===== config.mk =====
export PLATFORM = sky130hd
export DESIGN_NAME = gcs_ctrl
export DESIGN_NICKNAME = d
export VERILOG_FILES = /design/src/rtl/gcs_pkg.sv /design/src/rtl/gcs_ctrl.sv
export VERILOG_INCLUDE_DIRS = /design/src /design/src/rtl
export SDC_FILE = /design/constraint.sdc
export NUM_CORES = 1
export LEC_CHECK = 0
export BUFFER_PORTS_ARGS = -buffer_cell sky130_fd_sc_hd__buf_2
export CELL_PAD_IN_SITES_DETAIL_PLACEMENT = 1
export CELL_PAD_IN_SITES_GLOBAL_PLACEMENT = 2
export CORE_UTILIZATION = 20
export CTS_CLUSTER_DIAMETER = 100
export DETAILED_ROUTE_END_ITERATION = 6
export GPL_TIMING_DRIVEN = 1
export PLACE_DENSITY = 0.73
export SKIP_LAST_GASP = 1
export SYNTH_ARGS = -nofsm -noshare
export SYNTH_HDL_FRONTEND = slang
export SYNTH_SLANG_ARGS = --single-unit

===== constraint.sdc =====
create_clock -name clk_i -period 2.3 [get_ports clk_i]
set_clock_uncertainty 0.15 [all_clocks]
set_input_delay 0.23 -clock clk_i [delete_from_list [all_inputs] [get_ports clk_i]]
set_output_delay 0.23 -clock clk_i [all_outputs]
set_load 0.02 [all_outputs]

===== src/rtl/assert_macros.svh =====
// assertion macros shared by the sampler rtl
// used by gcs_ctrl and gcs_dp; expects clk_i and rst_ni in scope
`ifndef ASSERT_MACROS_SVH
`define ASSERT_MACROS_SVH

// checked on every rising edge outside reset
`define GCS_ASSERT(lbl, prop, msg) \
  lbl: assert property (@(posedge clk_i) disable iff (!rst_ni) (prop)) else $error(msg);

// checked on every rising edge, reset included
`define GCS_ASSERT_ALWAYS(lbl, prop, msg) \
  lbl: assert property (@(posedge clk_i) (prop)) else $error(msg);

`endif


===== src/rtl/gcs_pkg.sv =====
// shared types and constants for the grid cdf sampler
// no dependencies; imported by every rtl module of the block
package gcs_pkg;

  // default grid geometry and weight width
  localparam int DefMaxCellsX       = 16;
  localparam int DefMaxCellsY       = 16;
  localparam int DefMaxCellsHeading = 16;
  localparam int DefWeightBits      = 32;

  // size registers: 5 bits, largest usable value, reset value
  localparam int SizeW     = 5;
  localparam int SizeLimit = 31;
  localparam int SizeReset = 16;

  // 0.9999 as 65529 / 65536
  localparam logic [15:0] ScaleNum = 16'd65529;

  // stream packing widths
  localparam int InTdataW  = 64;
  localparam int OutTdataW = 16;

  // apb register map
  localparam int PaddrW = 4;
  localparam int PdataW = 32;
  localparam logic [1:0] REG_CELLS_X       = 2'd0;
  localparam logic [1:0] REG_CELLS_Y       = 2'd1;
  localparam logic [1:0] REG_CELLS_HEADING = 2'd2;

  typedef enum logic {
    OP_WRITE  = 1'b0,
    OP_SAMPLE = 1'b1
  } op_e;

  typedef enum logic [1:0] {
    RES_FOUND    = 2'd0,
    RES_FALLBACK = 2'd1,
    RES_EMPTY    = 2'd2
  } res_status_e;

  typedef enum logic [3:0] {
    ST_CLEAR,
    ST_IDLE,
    ST_WR_READ,
    ST_WR_UPDATE,
    ST_THR_SCALE,
    ST_THR_LO,
    ST_THR_HI,
    ST_THR_SUM,
    ST_SCAN,
    ST_DONE_FOUND,
    ST_DONE_FALLBACK,
    ST_DONE_EMPTY
  } state_e;

  // controller to datapath commands
  typedef struct packed {
    logic        cap;
    logic        clr_step;
    logic        wr_read;
    logic        wr_update;
    logic        thr_scale;
    logic        thr_lo;
    logic        thr_hi;
    logic        thr_sum;
    logic        scan_init;
    logic        scan_run;
    logic        res_load;
    res_status_e res_code;
  } cmd_t;

  // datapath to controller status
  typedef struct packed {
    logic clr_last;
    logic wr_inrange;
    logic total_zero;
    logic size_zero;
    logic scan_hit;
    logic scan_miss;
    logic out_free;
  } sts_t;

endpackage


===== src/rtl/gcs_ctrl.sv =====
// controller state machine of the grid cdf sampler
// depends on gcs_pkg and assert_macros.svh; drives gcs_dp through cmd_t
`include "assert_macros.svh"
module gcs_ctrl import gcs_pkg::*; (
  input  logic clk_i,
  input  logic rst_ni,
  input  logic s_tvalid_i,
  input  op_e  op_i,
  output logic s_tready_o,
  output cmd_t cmd_o,
  input  sts_t sts_i
);

  state_e state_q, state_d;

  // state register
  always_ff @(posedge clk_i or negedge rst_ni) begin
    if (!rst_ni) begin
      state_q <= ST_CLEAR;
    end else begin
      state_q <= state_d;
    end
  end

  // next state
  always_comb begin
    state_d = state_q;
    unique case (state_q)
      ST_CLEAR: begin
        if (sts_i.clr_last) state_d = ST_IDLE;
      end
      ST_IDLE: begin
        if (s_tvalid_i) begin
          if (op_i == OP_WRITE) state_d = ST_WR_READ;
          else if (sts_i.total_zero) state_d = ST_DONE_EMPTY;
          else state_d = ST_THR_SCALE;
        end
      end
      ST_WR_READ:   state_d = sts_i.wr_inrange ? ST_WR_UPDATE : ST_IDLE;
      ST_WR_UPDATE: state_d = ST_IDLE;
      ST_THR_SCALE: state_d = ST_THR_LO;
      ST_THR_LO:    state_d = ST_THR_HI;
      ST_THR_HI:    state_d = ST_THR_SUM;
      ST_THR_SUM:   state_d = sts_i.size_zero ? ST_DONE_FALLBACK : ST_SCAN;
      ST_SCAN: begin
        if (sts_i.scan_hit) state_d = ST_DONE_FOUND;
        else if (sts_i.scan_miss) state_d = ST_DONE_FALLBACK;
      end
      ST_DONE_FOUND, ST_DONE_FALLBACK, ST_DONE_EMPTY: begin
        if (sts_i.out_free) state_d = ST_IDLE;
      end
      default: state_d = ST_CLEAR;
    endcase
  end

  // outputs
  always_comb begin
    cmd_o          = '0;
    cmd_o.res_code = RES_FOUND;
    s_tready_o     = 1'b0;
    unique case (state_q)
      ST_CLEAR: cmd_o.clr_step = 1'b1;
      ST_IDLE: begin
        s_tready_o = 1'b1;
        cmd_o.cap  = s_tvalid_i;
      end
      ST_WR_READ:   cmd_o.wr_read   = 1'b1;
      ST_WR_UPDATE: cmd_o.wr_update = 1'b1;
      ST_THR_SCALE: cmd_o.thr_scale = 1'b1;
      ST_THR_LO:    cmd_o.thr_lo    = 1'b1;
      ST_THR_HI:    cmd_o.thr_hi    = 1'b1;
      ST_THR_SUM: begin
        cmd_o.thr_sum   = 1'b1;
        cmd_o.scan_init = 1'b1;
      end
      ST_SCAN: cmd_o.scan_run = 1'b1;
      ST_DONE_FOUND: begin
        cmd_o.res_load = sts_i.out_free;
        cmd_o.res_code = RES_FOUND;
      end
      ST_DONE_FALLBACK: begin
        cmd_o.res_load = sts_i.out_free;
        cmd_o.res_code = RES_FALLBACK;
      end
      ST_DONE_EMPTY: begin
        cmd_o.res_load = sts_i.out_free;
        cmd_o.res_code = RES_EMPTY;
      end
      default: ;
    endcase
  end

  // an accepted request always leaves idle
  `GCS_ASSERT(a_accept_leaves_idle, (state_q == ST_IDLE && s_tvalid_i) |=> (state_q != ST_IDLE), "request accepted but controller stayed idle")
  // no request is taken while reset is held
  `GCS_ASSERT_ALWAYS(a_no_ready_in_reset, !rst_ni |-> !s_tready_o, "ready during reset")
  // a result is loaded only into a free output register
  `GCS_ASSERT(a_load_when_free, cmd_o.res_load |-> sts_i.out_free, "result load while busy")

endmodule


==> impl_results.html <==
<table>
<tr><th>Metric</th><th>Value</th></tr>
<tr><th colspan="2">Status</th></tr>
<tr><td>Status</td><td>finished, final reports clean</td></tr>
<tr><th colspan="2">Die</th></tr>
<tr><td>Die Y</td><td>47.6 um</td></tr>
<tr><td>Starting density of the core</td><td>0.212</td></tr>
<tr><td>Std cell rows</td><td>16</td></tr>
<tr><td>Area enclosed by the die boundary</td><td>about 2300 um^2</td></tr>
<tr><td>Width of the die</td><td>47.6 um</td></tr>
<tr><td>Count of boundary I/O pins</td><td>25</td></tr>
<tr><td>Core region area</td><td>approximately 2000 um^2</td></tr>
<tr><th colspan="2">Layout</th></tr>
<tr><td>Number of flip-flops under the largest register name</td><td>4</td></tr>
<tr><td>Most common cell after layout, fill and taps aside</td><td>sky130_fd_sc_hd__buf_2</td></tr>
<tr><td>Final antenna diode count</td><td>0</td></tr>
<tr><td>Biggest registers after layout</td><td>state_q: 4 flops</td></tr>
<tr><td>Count of placed standard cells in the final layout, fillers left out</td><td>108</td></tr>
<tr><td>Final #Nets</td><td>94</td></tr>
<tr><td>Layout cells sized above 1</td><td>0.432</td></tr>
<tr><td>Relative area change from synthesis to final layout</td><td>43.1%</td></tr>
<tr><td>Commonest cells after routing, fill and taps aside</td><td>sky130_fd_sc_hd__buf_2 (24), sky130_fd_sc_hd__nor2_1 (9), sky130_fd_sc_hd__nor3_1 (5)</td></tr>
<tr><td>Most flop-heavy register</td><td>state_q</td></tr>
<tr><th colspan="2">STA</th></tr>
<tr><td>RSZ-0062 raised after global routing</td><td>false</td></tr>
<tr><td>Final hold violations</td><td>0</td></tr>
<tr><td>Total negative slack for setup checks</td><td>0 ps</td></tr>
<tr><td>Worst slew pin tran</td><td>approximately 420 ps</td></tr>
<tr><td>Share of the cycle needed by the critical path after routing</td><td>0.920</td></tr>
<tr><td>Finish-stage setup viols</td><td>0</td></tr>
<tr><td>Number of max-slew violations in the final report</td><td>0</td></tr>
<tr><td>Worst slew margin</td><td>0.719</td></tr>
<tr><td>Top achievable clock speed</td><td>between 400 and 500 MHz</td></tr>
<tr><td>Final min period</td><td>2120 ps</td></tr>
<tr><th colspan="2">Global route</th></tr>
<tr><td>Via count of the first global-routing pass</td><td>492</td></tr>
<tr><td>Number of antenna violations at the first check in global routing</td><td>0</td></tr>
<tr><td>Grt peak-use layer</td><td>met2</td></tr>
<tr><td>Met3 track utilization from global routing</td><td>0.0226</td></tr>
<tr><td>Remaining Overflow, GRT</td><td>0</td></tr>
<tr><td>GR Layer Usage met1</td><td>0.185</td></tr>
<tr><td>Global Route met2 Usage</td><td>0.241</td></tr>
<tr><td>Wire length of the first global-routing pass</td><td>roughly 2.2 mm</td></tr>
<tr><td>Overall global routing resource usage</td><td>0.140</td></tr>
<tr><td>Pin count of the biggest net entering global routing</td><td>12</td></tr>
<tr><th colspan="2">Setup path</th></tr>
<tr><td>Highest net fanout along the worst path</td><td>11</td></tr>
<tr><td>Startpoint Class</td><td>register</td></tr>
<tr><td>Category of the critical setup timing path</td><td>register to register</td></tr>
<tr><td>Worst setup EP type</td><td>register</td></tr>
<tr><td>Critical path data required time</td><td>approximately 2300 ps</td></tr>
<tr><td>Worst endpoint data arrival time</td><td>between 2000 and 2500 ps</td></tr>
<tr><th colspan="2">Placement</th></tr>
<tr><td>Gp weighted congestion</td><td>~0.77</td></tr>
<tr><td>Instance count after placement with tap cells included</td><td>104</td></tr>
<tr><td>Dpl hpwl</td><td>~1.1 mm</td></tr>
<tr><td>I/O Buffers</td><td>24</td></tr>
<tr><th colspan="2">Routing</th></tr>
<tr><td>Final wirelength</td><td>approximately 1.4 mm</td></tr>
<tr><td>Number of design-rule violations left by the first detailed-router iteration</td><td>10</td></tr>
<tr><td>Count of antenna-violating nets left after detailed routing</td><td>0</td></tr>
<tr><td>DRC Markers</td><td>0</td></tr>
<tr><td>TritonRoute pass-1 iters</td><td>4</td></tr>
<tr><td>Average via count per standard cell</td><td>4.74</td></tr>
<tr><td>Vias after detailed routing</td><td>512</td></tr>
<tr><td>WL per Instance</td><td>12.7 um</td></tr>
<tr><th colspan="2">Clocking</th></tr>
<tr><td>Post-cts gate resize count</td><td>0</td></tr>
<tr><td>H-tree depth</td><td>1</td></tr>
<tr><td>Clock tree from TritonCTS</td><td>yes</td></tr>
<tr><td>Cts bufs inserted</td><td>3</td></tr>
<tr><td>Worst-Skew Late Latency</td><td>about 220 ps</td></tr>
<tr><td>Clk sink count</td><td>4</td></tr>
<tr><td>Largest buffer count on any clock path</td><td>2</td></tr>
<tr><td>Buffer type at the clock tree root</td><td>sky130_fd_sc_hd__clkbuf_4</td></tr>
<tr><td>Post-CTS setup buffer count</td><td>0</td></tr>
<tr><td>Clock slew at the register clock pins of the worst setup and hold paths</td><td>around 40 ps</td></tr>
<tr><td>Number of buffers inserted by hold repair at cts</td><td>1</td></tr>
<tr><th colspan="2">Synthesis</th></tr>
<tr><td>Register bit count reported by yosys</td><td>4</td></tr>
<tr><td>Post-Synthesis Cell Area</td><td>between 400 and 500 um^2</td></tr>
<tr><td>Nets in the synthesized netlist</td><td>66</td></tr>
<tr><td>Avg Cell Area, Syn</td><td>7.55 um^2</td></tr>
<tr><td>Cell type with the highest aggregate area in the netlist</td><td>sky130_fd_sc_hd__dfrtp_1</td></tr>
<tr><td>Cell types occupying the most area after synthesis</td><td>sky130_fd_sc_hd__dfrtp_1 (24%), sky130_fd_sc_hd__nor2_1 (8.1%), sky130_fd_sc_hd__nor3_1 (6.0%)</td></tr>
<tr><td>Register area share after synthesis</td><td>0.241</td></tr>
<tr><td>Yosys warnings</td><td>0</td></tr>
<tr><td>Portion of synthesized cell area occupied by the leading cell type</td><td>0.241</td></tr>
<tr><td>Synthesized netlist cell count</td><td>55</td></tr>
<tr><td>Cell variety after synth</td><td>27</td></tr>
<tr><th colspan="2">Power</th></tr>
<tr><td>Leakage Power</td><td>a little under 0.0003 uW</td></tr>
<tr><td>Worst IR drop on VDD</td><td>0.000302 V</td></tr>
<tr><td>Power density of the placed cells</td><td>approximately 1300 nW/um^2</td></tr>
<tr><th colspan="2">Job</th></tr>
<tr><td>Max-cap violation count</td><td>0</td></tr>
<tr><th colspan="2">Worst hold path</th></tr>
<tr><td>Hold/Removal Path Class</td><td>input pin to asynchronous set/reset pin</td></tr>
</table>
==> worst paths after layout <==
path / from / endpoint / slack [ps] / cells past startpoint
min in group clk_i: op_i / state_q[2]$_DFFE_PN0P_ / 260 / 3
max in group asynchronous: rst_ni / state_q[1]$_DFFE_PN0P_ / 1690 / 2
worst max register to register: state_q[0]$_DFFE_PN0P_ / state_q[1]$_DFFE_PN0P_ / 180 / 4
worst min-delay path: rst_ni / state_q[2]$_DFFE_PN0P_ / 190 / 2
worst max-delay path: state_q[0]$_DFFE_PN0P_ / state_q[1]$_DFFE_PN0P_ / 180 / 4
worst min register to register: state_q[1]$_DFFE_PN0P_ / state_q[1]$_DFFE_PN0P_ / 550 / 2
==> cells in the mapped netlist <==
master	number
sky130_fd_sc_hd__a31oi_1	2
sky130_fd_sc_hd__o22ai_1	1
sky130_fd_sc_hd__or4_4	1
sky130_fd_sc_hd__nor4b_2	1
sky130_fd_sc_hd__mux2_2	1
sky130_fd_sc_hd__clkbuf_1	3
sky130_fd_sc_hd__inv_1	4
sky130_fd_sc_hd__mux2i_1	2
sky130_fd_sc_hd__or2_4	1
sky130_fd_sc_hd__o311ai_0	1
sky130_fd_sc_hd__nand2b_1	3
sky130_fd_sc_hd__or3_2	1
sky130_fd_sc_hd__dfrtp_1	4
sky130_fd_sc_hd__a32o_1	1
sky130_fd_sc_hd__nor4b_1	1
sky130_fd_sc_hd__and2_1	1
sky130_fd_sc_hd__o21ai_0	3
sky130_fd_sc_hd__o211ai_1	1
sky130_fd_sc_hd__a221o_1	1
sky130_fd_sc_hd__nand2_1	2
sky130_fd_sc_hd__buf_4	1
sky130_fd_sc_hd__buf_6	1
sky130_fd_sc_hd__nor4_1	2
sky130_fd_sc_hd__nor2_1	9
sky130_fd_sc_hd__a21boi_0	1
sky130_fd_sc_hd__nor2b_1	1
sky130_fd_sc_hd__nor3_1	5
==> metrics by stage <==
step | instance area (um^2) | power (uW) | hold slack (ps) | setup WS, ps | util
final | 594 | 779 | 187 | 185 | 0.303
after detailed placement | 562 | 697 | -109 | 196 | 0.286
after CTS | 594 | 786 | 184 | 185 | 0.303
after global routing | 594 | 850 | 226 | 90.7 | 0.303
after global placement | 562 | 704 | -111 | 224 | 0.286
after floorplan | 415 | 539 | -216 | 162 | -
==> routing by layer <==
layer / share of wire / vias to the layer above
li1: - / 253
met1: 0.44 / 238
met2: 0.48 / 19
met3: 0.068 / 2
met4: 0.0095 / 0
met5: 0 / -
==> cell families after synthesis <==
group | count (synthesis) | share of synthesized area
AND/OR/NAND/NOR | 28 | 0.389
AO/OA/AOI/OAI | 11 | 0.187
buffers and inverters | 9 | 0.108
flip-flops | 4 | 0.241
multiplexers | 3 | 0.0753
==> worst max-delay path, cell delays in order, from the launching register on <==
cell                       delay (ps)
sky130_fd_sc_hd__dfrtp_1          490
sky130_fd_sc_hd__or2_4            320
sky130_fd_sc_hd__or4_4            430
sky130_fd_sc_hd__o211ai_1         230
sky130_fd_sc_hd__mux2_2           380
==> power by group <==
group / switching [uW] / internal [uW]
Clock: 24.8 / 58.1
Sequential: 42.6 / 103
Combinational: 333 / 217
==> final cells by class <==
type                            instances  area, um^2
Fill cell                             278        1370
Multi-Input combinational cell         42         270
Timing Repair Buffer                   28         153
Sequential cell                         4         100
Tap cell                               27        33.8
Clock buffer                            3        22.5
Inverter                                4        15.0
Power figures use the tool's default switching activity.
