--- config.mk ---
export PLATFORM = sky130hd
export DESIGN_NAME = gcs_regs
export DESIGN_NICKNAME = d
export VERILOG_FILES = /design/src/rtl/assert_macros.svh /design/src/rtl/gcs_pkg.sv /design/src/rtl/gcs_regs.sv
export SDC_FILE = /design/constraint.sdc
export NUM_CORES = 1
export LEC_CHECK = 0
export ABC_AREA = 0
export BUFFER_PORTS_ARGS = -buffer_cell sky130_fd_sc_hd__clkbuf_2
export CAP_MARGIN = 40
export CELL_PAD_IN_SITES_DETAIL_PLACEMENT = 1
export CELL_PAD_IN_SITES_GLOBAL_PLACEMENT = 1
export CORE_AREA = 2 2 58 71
export CTS_CLUSTER_SIZE = 24
export DETAILED_ROUTE_END_ITERATION = 7
export DIE_AREA = 0 0 60 73
export PLACE_DENSITY = 0.89
export SYNTH_ARGS = -nofsm -noshare
export SYNTH_HDL_FRONTEND = slang
export SYNTH_SLANG_ARGS = --single-unit
--- constraint.sdc ---
create_clock -name clk_i -period 1.56 [get_ports clk_i]
set_input_delay 0 -clock clk_i [delete_from_list [all_inputs] [get_ports clk_i]]
set_output_delay 0 -clock clk_i [all_outputs]
set_load 0.05 [all_outputs]
--- src/rtl/assert_macros.svh ---
// assertion macros shared by the sampler rtl
// used by gcs_ctrl and gcs_dp; expects clk_i and rst_ni in scope
`ifndef ASSERT_MACROS_SVH
`define ASSERT_MACROS_SVH

// checked on every rising edge outside reset
`define GCS_ASSERT(lbl, prop, msg) \
  lbl: assert property (@(posedge clk_i) disable iff (!rst_ni) (prop)) else $error(msg);

// checked on every rising edge, reset included
`define GCS_ASSERT_ALWAYS(lbl, prop, msg) \
  lbl: assert property (@(posedge clk_i) (prop)) else $error(msg);

`endif

--- src/rtl/gcs_pkg.sv ---
// shared types and constants for the grid cdf sampler
// no dependencies; imported by every rtl module of the block
package gcs_pkg;

  // default grid geometry and weight width
  localparam int DefMaxCellsX       = 16;
  localparam int DefMaxCellsY       = 16;
  localparam int DefMaxCellsHeading = 16;
  localparam int DefWeightBits      = 32;

  // size registers: 5 bits, largest usable value, reset value
  localparam int SizeW     = 5;
  localparam int SizeLimit = 31;
  localparam int SizeReset = 16;

  // 0.9999 as 65529 / 65536
  localparam logic [15:0] ScaleNum = 16'd65529;

  // stream packing widths
  localparam int InTdataW  = 64;
  localparam int OutTdataW = 16;

  // apb register map
  localparam int PaddrW = 4;
  localparam int PdataW = 32;
  localparam logic [1:0] REG_CELLS_X       = 2'd0;
  localparam logic [1:0] REG_CELLS_Y       = 2'd1;
  localparam logic [1:0] REG_CELLS_HEADING = 2'd2;

  typedef enum logic {
    OP_WRITE  = 1'b0,
    OP_SAMPLE = 1'b1
  } op_e;

  typedef enum logic [1:0] {
    RES_FOUND    = 2'd0,
    RES_FALLBACK = 2'd1,
    RES_EMPTY    = 2'd2
  } res_status_e;

  typedef enum logic [3:0] {
    ST_CLEAR,
    ST_IDLE,
    ST_WR_READ,
    ST_WR_UPDATE,
    ST_THR_SCALE,
    ST_THR_LO,
    ST_THR_HI,
    ST_THR_SUM,
    ST_SCAN,
    ST_DONE_FOUND,
    ST_DONE_FALLBACK,
    ST_DONE_EMPTY
  } state_e;

  // controller to datapath commands
  typedef struct packed {
    logic        cap;
    logic        clr_step;
    logic        wr_read;
    logic        wr_update;
    logic        thr_scale;
    logic        thr_lo;
    logic        thr_hi;
    logic        thr_sum;
    logic        scan_init;
    logic        scan_run;
    logic        res_load;
    res_status_e res_code;
  } cmd_t;

  // datapath to controller status
  typedef struct packed {
    logic clr_last;
    logic wr_inrange;
    logic total_zero;
    logic size_zero;
    logic scan_hit;
    logic scan_miss;
    logic out_free;
  } sts_t;

endpackage

--- src/rtl/gcs_regs.sv ---
// apb register file holding the three grid size registers
// depends on gcs_pkg; written values saturate to the grid limits
module gcs_regs import gcs_pkg::*; #(
  parameter int MAX_CELLS_X       = DefMaxCellsX,
  parameter int MAX_CELLS_Y       = DefMaxCellsY,
  parameter int MAX_CELLS_HEADING = DefMaxCellsHeading
) (
  input  logic              clk_i,
  input  logic              rst_ni,
  input  logic              psel,
  input  logic              penable,
  input  logic              pwrite,
  input  logic [PaddrW-1:0] paddr,
  input  logic [PdataW-1:0] pwdata,
  output logic [PdataW-1:0] prdata,
  output logic              pready,
  output logic [SizeW-1:0]  cells_x_o,
  output logic [SizeW-1:0]  cells_y_o,
  output logic [SizeW-1:0]  cells_heading_o
);

  localparam int EffX = (MAX_CELLS_X < SizeLimit) ? MAX_CELLS_X : SizeLimit;
  localparam int EffY = (MAX_CELLS_Y < SizeLimit) ? MAX_CELLS_Y : SizeLimit;
  localparam int EffH = (MAX_CELLS_HEADING < SizeLimit) ? MAX_CELLS_HEADING : SizeLimit;
  localparam logic [SizeW-1:0] ClampX = SizeW'(EffX);
  localparam logic [SizeW-1:0] ClampY = SizeW'(EffY);
  localparam logic [SizeW-1:0] ClampH = SizeW'(EffH);
  localparam logic [SizeW-1:0] RstX = SizeW'((SizeReset < EffX) ? SizeReset : EffX);
  localparam logic [SizeW-1:0] RstY = SizeW'((SizeReset < EffY) ? SizeReset : EffY);
  localparam logic [SizeW-1:0] RstH = SizeW'((SizeReset < EffH) ? SizeReset : EffH);

  logic [SizeW-1:0] cells_x_q, cells_y_q, cells_h_q;
  logic [SizeW-1:0] wval;
  logic [1:0]       reg_idx;
  logic             wr_en;

  assign pready  = 1'b1;
  assign reg_idx = paddr[3:2];
  assign wval    = pwdata[SizeW-1:0];
  assign wr_en   = psel && penable && pwrite;

  // size registers, saturated on write
  always_ff @(posedge clk_i or negedge rst_ni) begin
    if (!rst_ni) begin
      cells_x_q <= RstX;
      cells_y_q <= RstY;
      cells_h_q <= RstH;
    end else if (wr_en) begin
      unique case (reg_idx)
        REG_CELLS_X:       cells_x_q <= (wval > ClampX) ? ClampX : wval;
        REG_CELLS_Y:       cells_y_q <= (wval > ClampY) ? ClampY : wval;
        REG_CELLS_HEADING: cells_h_q <= (wval > ClampH) ? ClampH : wval;
        default: ;
      endcase
    end
  end

  // read back
  always_comb begin
    unique case (reg_idx)
      REG_CELLS_X:       prdata = PdataW'(cells_x_q);
      REG_CELLS_Y:       prdata = PdataW'(cells_y_q);
      REG_CELLS_HEADING: prdata = PdataW'(cells_h_q);
      default:           prdata = '0;
    endcase
  end

  assign cells_x_o       = cells_x_q;
  assign cells_y_o       = cells_y_q;
  assign cells_heading_o = cells_h_q;

endmodule

==> key figures, run 1 <==
Placed design
  – PortBufs: 31
  – Post-Place Setup Slack: 294 ps
  – RD Place Congestion: 0.704
  – DP Cell Count: 168
  – Post-detail-place hpwl: 1.66 mm

Power
  – Combinational share of power: 0.468
  – Switching Share: 0.488
  – Pleak: around 0.6 nW
  – Peak VDD IR: 0.552 mV
  – P per Cell Area: ~1400 nW/um^2
  – NetSw: 0.776 mW
  – Clock network power share: 0.196
  – Register share of total power: 0.336
  – Internal: a little over 0.8 mW

STA
  – RSZ-0062 raised after global routing: no
  – Worst-Margin Slew: 498 ps
  – Final-report hold violation count: 0
  – Setup TNS: 0 ps
  – Slew Limit Fails: 0
  – Final setup fails: 0
  – Setup ws final: 252 ps
  – Slew margin rel.: 0.667
  – Final Skew: 0 ps
  – Tcrit/Tclk final: 0.838
  – Max Clk Rate: 0.765 GHz
  – Fin crit period: 1310 ps

Setup path
  – Crit path capture type: primary output
  – Data required time at the worst endpoint: 1560 ps
  – Flop-to-flop setup slack: 780 ps
  – Crit-path max cell delay: 560 ps
  – Worst Reg-to-Reg Cells: 1
  – Worst r2r dst: cells_heading_o[3]
  – End point of the critical path: prdata[4]
  – Critical path origin: cells_y_o[4]
  – Crit path cell chain: mux2i_1 -> o21ai_1 -> clkbuf_2
  – CP max-delay cell: dfstp_2
  – Reg2reg start: cells_heading_o[3]
  – Worst setup SP type: flip-flop
  – CP arrival: 1310 ps
  – CP Class: reg -> out
  – Crit Path Max Fanout: 3

Drt
  – DRT Wirelength: 2.07 mm
  – DR vias: around 640
  – Iter 0 DRT Violations: 5
  – Vias per std cell: about 3.7
  – Initial DRT Pass Iterations: 3
  – WL/cell: 12.0 um
  – Post-DRT Antenna Nets: 0
  – DR DRC count: 0

GRT
  – Vias in the first global route: 650
  – Initial antenna violation count: 0
  – Met1 Use GR: 0.117
  – Grt total ovfl: 0
  – Largest net degree at the start of global routing: 16
  – Global-route total usage across every layer: 0.0991
  – GR Util met2: 0.167
  – Met3 usage: 0.0230
  – First-pass GRT wire length: 3.16 mm
  – Busiest layer in global routing: met2

Die
  – Top Ports: 89
  – Die H: 73 um
  – Row cnt: 25
  – Total die area: 4380 um^2
  – Starting Density: 0.253
  – Chip width: ~60 um
  – Core box area: between 3000 and 4000 um^2

Flow run
  – Max-Cap Viols: 0

Clock network
  – Clock Sinks: 15
  – Deepest level of the CTS H-tree: 1
  – CTS tree: built
  – Maximum root-to-sink buffer count: 2
  – Clk_lat worst skew: about 240 ps
  – CTS root buf: clkbuf_8
  – CTS Buf Count: 3
  – Clock-pin slew on the worst setup and hold paths: 60 ps

Synth
  – Yosys cell types: 15
  – Mean post-synth cell area: 11.1 um^2
  – Post-synthesis cell count: 86
  – #FFs+latches synth: 15
  – Post-Syn Area: 958 um^2
  – Register area share after synthesis: 0.396
  – Syn. warnings: 0

Finish
  – Util after Layout: 0.296
  – Multi-input logic area: around 450 um^2
  – Register area: 379 um^2
  – Non-filler instance count after layout: 173
  – Filler cell count in the final layout: 445
  – Post-layout net count: 161
  – Number of diodes: 0
  – Layout cells sized above 1: 0.471
  – Post-synthesis to final-layout area growth: 16.8%

Hold path
  – Worst Hold Class: in -> reg
  – Hold Crit Start: pwdata[4]

Status
  – Status: completed
==> worst max-delay path, delay by kind of cell (launching register included) <==
kind	cells	cell delay, ps
muxes	1	80
AOI/OAI and AO/OA	1	130
buffers and inverters	1	300
DFF	1	560
==> synth_stat cells, drive strengths merged <==
| master | number | area (um^2) |
|---|---|---|
| o21ai | 5 | 25.0 |
| nand3 | 1 | 5.00 |
| dfrtp | 12 | 300 |
| buf | 30 | 223 |
| nor2b | 5 | 31.3 |
| conb | 2 | 7.51 |
| nor3 | 1 | 10.0 |
| dfstp | 3 | 78.8 |
| mux2i | 5 | 50.1 |
| nor3b | 1 | 12.5 |
| mux2 | 15 | 188 |
| or3b | 1 | 8.76 |
| nand2 | 5 | 18.8 |
==> cell type report <==
type / count / area share
Timing Repair Buffer: 33 / 0.154
Sequential cell: 15 / 0.339
Tap cell: 54 / 0.0603
Multi-Input combinational cell: 67 / 0.406
Clock buffer: 3 / 0.0369
Clock inverter: 1 / 0.00447
==> power by group through the flow <==
| stage | Clock [mW] | Combinational, mW | Sequential, mW |
|---|---|---|---|
| final | 0.311 | 0.744 | 0.533 |
| after global routing | 0.336 | 0.779 | 0.545 |
| after CTS | 0.320 | 0.752 | 0.535 |
| after detailed placement | 0 | 0.750 | 0.541 |
| after global placement | 0 | 0.740 | 0.537 |
| after floorplan | 0 | 0.401 | 0.787 |
==> layer usage <==
metal / vias to the layer above / part of all wire
li1: 300 / -
met5: - / 0
met2: 39 / 0.52
met4: 0 / 0.016
met1: 299 / 0.38
met3: 4 / 0.089
==> state kept, by name (all words and copies together) (netlist names) <==
signal and flops:
cells_heading_o 5, cells_x_o 5, cells_y_o 5
==> per-stage QoR <==
stage,power (mW),hold slack (ps),cell area (um^2)
2_1_floorplan,1.19,-296,1060
3_3_place_gp,1.28,-73.3,1060
3_5_place_dp,1.29,-67.2,1060
4_1_cts,1.61,119,1120
5_1_grt,1.66,141,1120
6_report,1.59,108,1120
==> repair_timing <==
| item | in CTS | in global routing |
|---|---|---|
| hold buffers | 1 | 0 |
| endpoints found under the hold margin | 15 | 0 |
| buffers inserted | 0 | 0 |
| resized for setup | 0 | 0 |
==> cell usage in the layout (no fill, tap or decap) <==
master and instances:
clkbuf_2 31, conb_1 28, dfrtp_1 12, mux2_2 10, mux2i_1 5, nor2b_1 5, nand2_1 5, o21ai_1 5
mux2_4 5, dfstp_2 3, clkbuf_8 3, nand3_1 1, nor3_2 1, or3b_1 1, nor3b_2 1, clkinv_2 1
dlygate4sd3_1 1, buf_4 1
==> worst min path at each step <==
| stage | to | slack [ps] | cells past startpoint |
|---|---|---|---|
| final | cells_y_o[4] | 110 | 2 |
| after CTS | cells_y_o[4] | 120 | 2 |
| after detailed placement | cells_x_o[2] | -70 | 1 |
| after global routing | cells_y_o[4] | 140 | 2 |
| after floorplan | cells_heading_o[0] | -300 | 0 |
| after global placement | cells_x_o[2] | -70 | 1 |
==> logic make-up after synthesis <==
group	count (synthesis)	share of synthesized area
and+or+nand+nor	14	0.0901
buffers and inverters	30	0.232
other	2	0.00784
AOI/OAI and AO/OA	5	0.0261
DFF	15	0.396
muxes	20	0.248
Note: power is estimated with default switching activity, not from simulation.
==> run 2, diff against run 1 <==
--- a/config.mk
+++ b/config.mk
@@ -10,11 +10,11 @@
 export CAP_MARGIN = 40
 export CELL_PAD_IN_SITES_DETAIL_PLACEMENT = 1
 export CELL_PAD_IN_SITES_GLOBAL_PLACEMENT = 1
-export CORE_AREA = 2 2 58 71
+export CORE_AREA = 2 2 64 78
 export CTS_CLUSTER_SIZE = 24
 export DETAILED_ROUTE_END_ITERATION = 7
-export DIE_AREA = 0 0 60 73
-export PLACE_DENSITY = 0.89
+export DIE_AREA = 0 0 66 80
+export PLACE_DENSITY = 0.79
 export SYNTH_ARGS = -nofsm -noshare
 export SYNTH_HDL_FRONTEND = slang
 export SYNTH_SLANG_ARGS = --single-unit
==> constraint.sdc (replaced) <==
create_clock -name clk_i -period 1.1 [get_ports clk_i]
set_input_delay 0 -clock clk_i [delete_from_list [all_inputs] [get_ports clk_i]]
set_output_delay 0 -clock clk_i [all_outputs]
set_load 0.05 [all_outputs]
==> key figures, run 2 (synthesis results as in run 1) <==
Status
  – Status: finished, violations left
  – Failing checks: negative setup slack

Clock network
  – CTS root buf: clkbuf_8
  – Deepest level of the CTS H-tree: 1 (unchanged)
  – Clock Sinks: 15 (unchanged)
  – Clock-pin slew on the worst setup and hold paths: 60 ps (about the same)
  – CTS tree: built
  – CTS Buf Count: 3 (unchanged)
  – Maximum root-to-sink buffer count: 2 (unchanged)
  – Clk_lat worst skew: 250 ps (about the same)

Drt
  – DR vias: 714 (+11%)
  – Vias per std cell: 3.72 (+0.21%)
  – Initial DRT Pass Iterations: 2 (-1)
  – Post-DRT Antenna Nets: 0 (unchanged)
  – Iter 0 DRT Violations: 1 (-4)
  – WL/cell: 13.4 um (+12%)
  – DRT Wirelength: 2.57 mm (+24%)
  – DR DRC count: 0 (unchanged)

GRT
  – Vias in the first global route: 774 (+19%)
  – Grt total ovfl: 0 (unchanged)
  – Global-route total usage across every layer: 0.108 (+0.00851)
  – Initial antenna violation count: 0 (unchanged)
  – Largest net degree at the start of global routing: 16 (unchanged)
  – First-pass GRT wire length: 4.06 mm (+28%)

Finish
  – Layout cells sized above 1: 0.664 (+0.194)
  – Util after Layout: 0.312 (+0.0162)
  – Commonest cells after routing, fill and taps aside: conb_1 (28), clkbuf_2 (24), buf_4 (16)
  – Commonest non-fill, non-tap cell in the layout: conb_1
  – Number of diodes: 0 (unchanged)
  – Post-layout net count: 176 (+9.3%)
  – Non-filler instance count after layout: 192 (+11%)
  – Non-Filler Cell Area, Final: 1410 um^2 (+26%)
  – Post-synthesis to final-layout area growth: 47.4%

Setup path
  – CP arrival: 1190 ps (-120 ps)
  – Worst Reg-to-Reg Cells: 2 (+1)
  – CP Class: reg -> out
  – Reg2reg start: cells_y_o[1]
  – Crit path cell chain: mux2i_2 -> o21ai_4 -> buf_12
  – Worst setup SP type: flip-flop
  – Crit path capture type: primary output
  – Crit Path Max Fanout: 3 (unchanged)
  – Family with the most delay on the worst path: flip-flops
  – Flop-to-flop setup slack: 160 ps (-620 ps)
  – CP max-delay cell: dfstp_2
  – Crit-path max cell delay: 550 ps (about the same)
  – Data required time at the worst endpoint: 1100 ps (-460 ps)
  – WP buf/inv: 1 (unchanged)
  – Worst r2r dst: cells_y_o[1]

Power
  – Combinational share of power: 0.521 (+0.053)
  – Peak VDD IR: 0.944 mV (+71%)
  – Register share of total power: 0.301 (-0.035)
  – Switching Share: 0.471 (-0.0177)
  – Power, Total: 2.58 mW (+62%)
  – NetSw: 1.21 mW (+57%)
  – Internal: 1.37 mW (+68%)
  – Clock network power share: 0.178 (-0.018)
  – Pleak: 0.689 nW (+15%)
  – P per Cell Area: 1830 nW/um^2 (+29%)

Placed design
  – RD Place Congestion: 0.725 (+3.0%)
  – Placed Area: 1250 um^2 (+18%)
  – DP Cell Count: 181 (+7.7%)
  – Post-detail-place hpwl: 1.91 mm (+15%)
  – Post-Place Setup Slack: -119 ps (-412 ps)
  – PortBufs: 31 (unchanged)

STA
  – Fin crit period: 1190 ps
  – Final Skew: 0 ps (unchanged)
  – Final-report hold violation count: 0 (unchanged)
  – Fin Hold WS: 122 ps (+13.9 ps)
  – RSZ-0062 raised after global routing: yes
  – Tcrit/Tclk final: 1.08
  – Setup TNS: -131 ps (-131 ps)
  – Setup ws final: -88.3 ps (-341 ps)
  – Max Clk Rate: about 0.84 GHz
  – Slew Limit Fails: 0 (unchanged)
  – Final setup fails: 3 (+3)

Die
  – Total die area: 5280 um^2 (+21%)
  – Core box area: 4530 um^2 (+20%)
  – Row cnt: 27 (+8.0%)
  – Die H: 80 um (+9.6%)
  – Chip width: 66 um (+10%)
  – Starting Density: 0.212 (-0.0415)
  – Top Ports: 89 (unchanged)

Hold path
  – Hold depth: 2 (unchanged)
  – Hold EP: cells_y_o[4]
  – Hold Crit Start: pwdata[4]
  – Worst Hold Class: in -> reg

Flow run
  – Max-Cap Viols: 0 (unchanged)
run 2: changes by cell type in the layout (fill, tap and decap cells not counted), sizes merged:
cell	change
buf	+20
clkbuf	-5
run 2: worst max-delay path by stage:
stage | startpoint | end | slack (ps) | cells past startpoint
after floorplan | cells_x_o[4] | prdata[4] | -80 | 2
after global placement | pwrite | cells_y_o[2] | -90 | 4
after detailed placement | pwrite | cells_y_o[1] | -120 | 4
after CTS | cells_x_o[4] | prdata[4] | -110 | 3
after global routing | cells_x_o[4] | prdata[4] | -130 | 3
final | cells_x_o[4] | prdata[4] | -90 | 3
run 2: final cells by class:
class                           count  area [um^2]
Clock buffer                        3         41.3
Clock inverter                      1         5.00
Fill cell                         531         3110
Multi-Input combinational cell     67          547
Sequential cell                    15          389
Tap cell                           58         72.6
Timing Repair Buffer               48          358
run 2: what timing repair did:
item                                   in CTS  in global routing
buffers inserted                            6                  0
endpoints found under the hold margin      15                  0
pin swaps                                   1                  0
setup endpoints to repair                   6                  7
gates resized for setup                    12                  2
hold buffers                                1                  0
run 2: routing by layer:
| layer | global-route usage | vias to the layer above | routed length [um] |
|---|---|---|---|
| met3 | 0.0183 | 5 | 180 |
| met5 | 0 | - | 0 |
| met1 | 0.112 | 344 | 911 |
| met2 | 0.199 | 38 | 1420 |
| li1 | - | 327 | - |
| met4 | 0.0612 | 0 | 57 |
run 2: worst reg2reg max path: cells and delay by family (launching register included):
family   cells  cell delay [ps]
mux          1              250
flops        1              430
buf+inv      1              140
run 2: power groups by stage:
stage | Combinational [mW] | Sequential (mW) | Clock [mW]
final | 1.34 | 0.778 | 0.460
after global routing | 1.40 | 0.797 | 0.509
after CTS | 1.35 | 0.777 | 0.479
after detailed placement | 1.21 | 0.781 | 0
after global placement | 1.20 | 0.780 | 0
after floorplan | 0.620 | 1.13 | 0
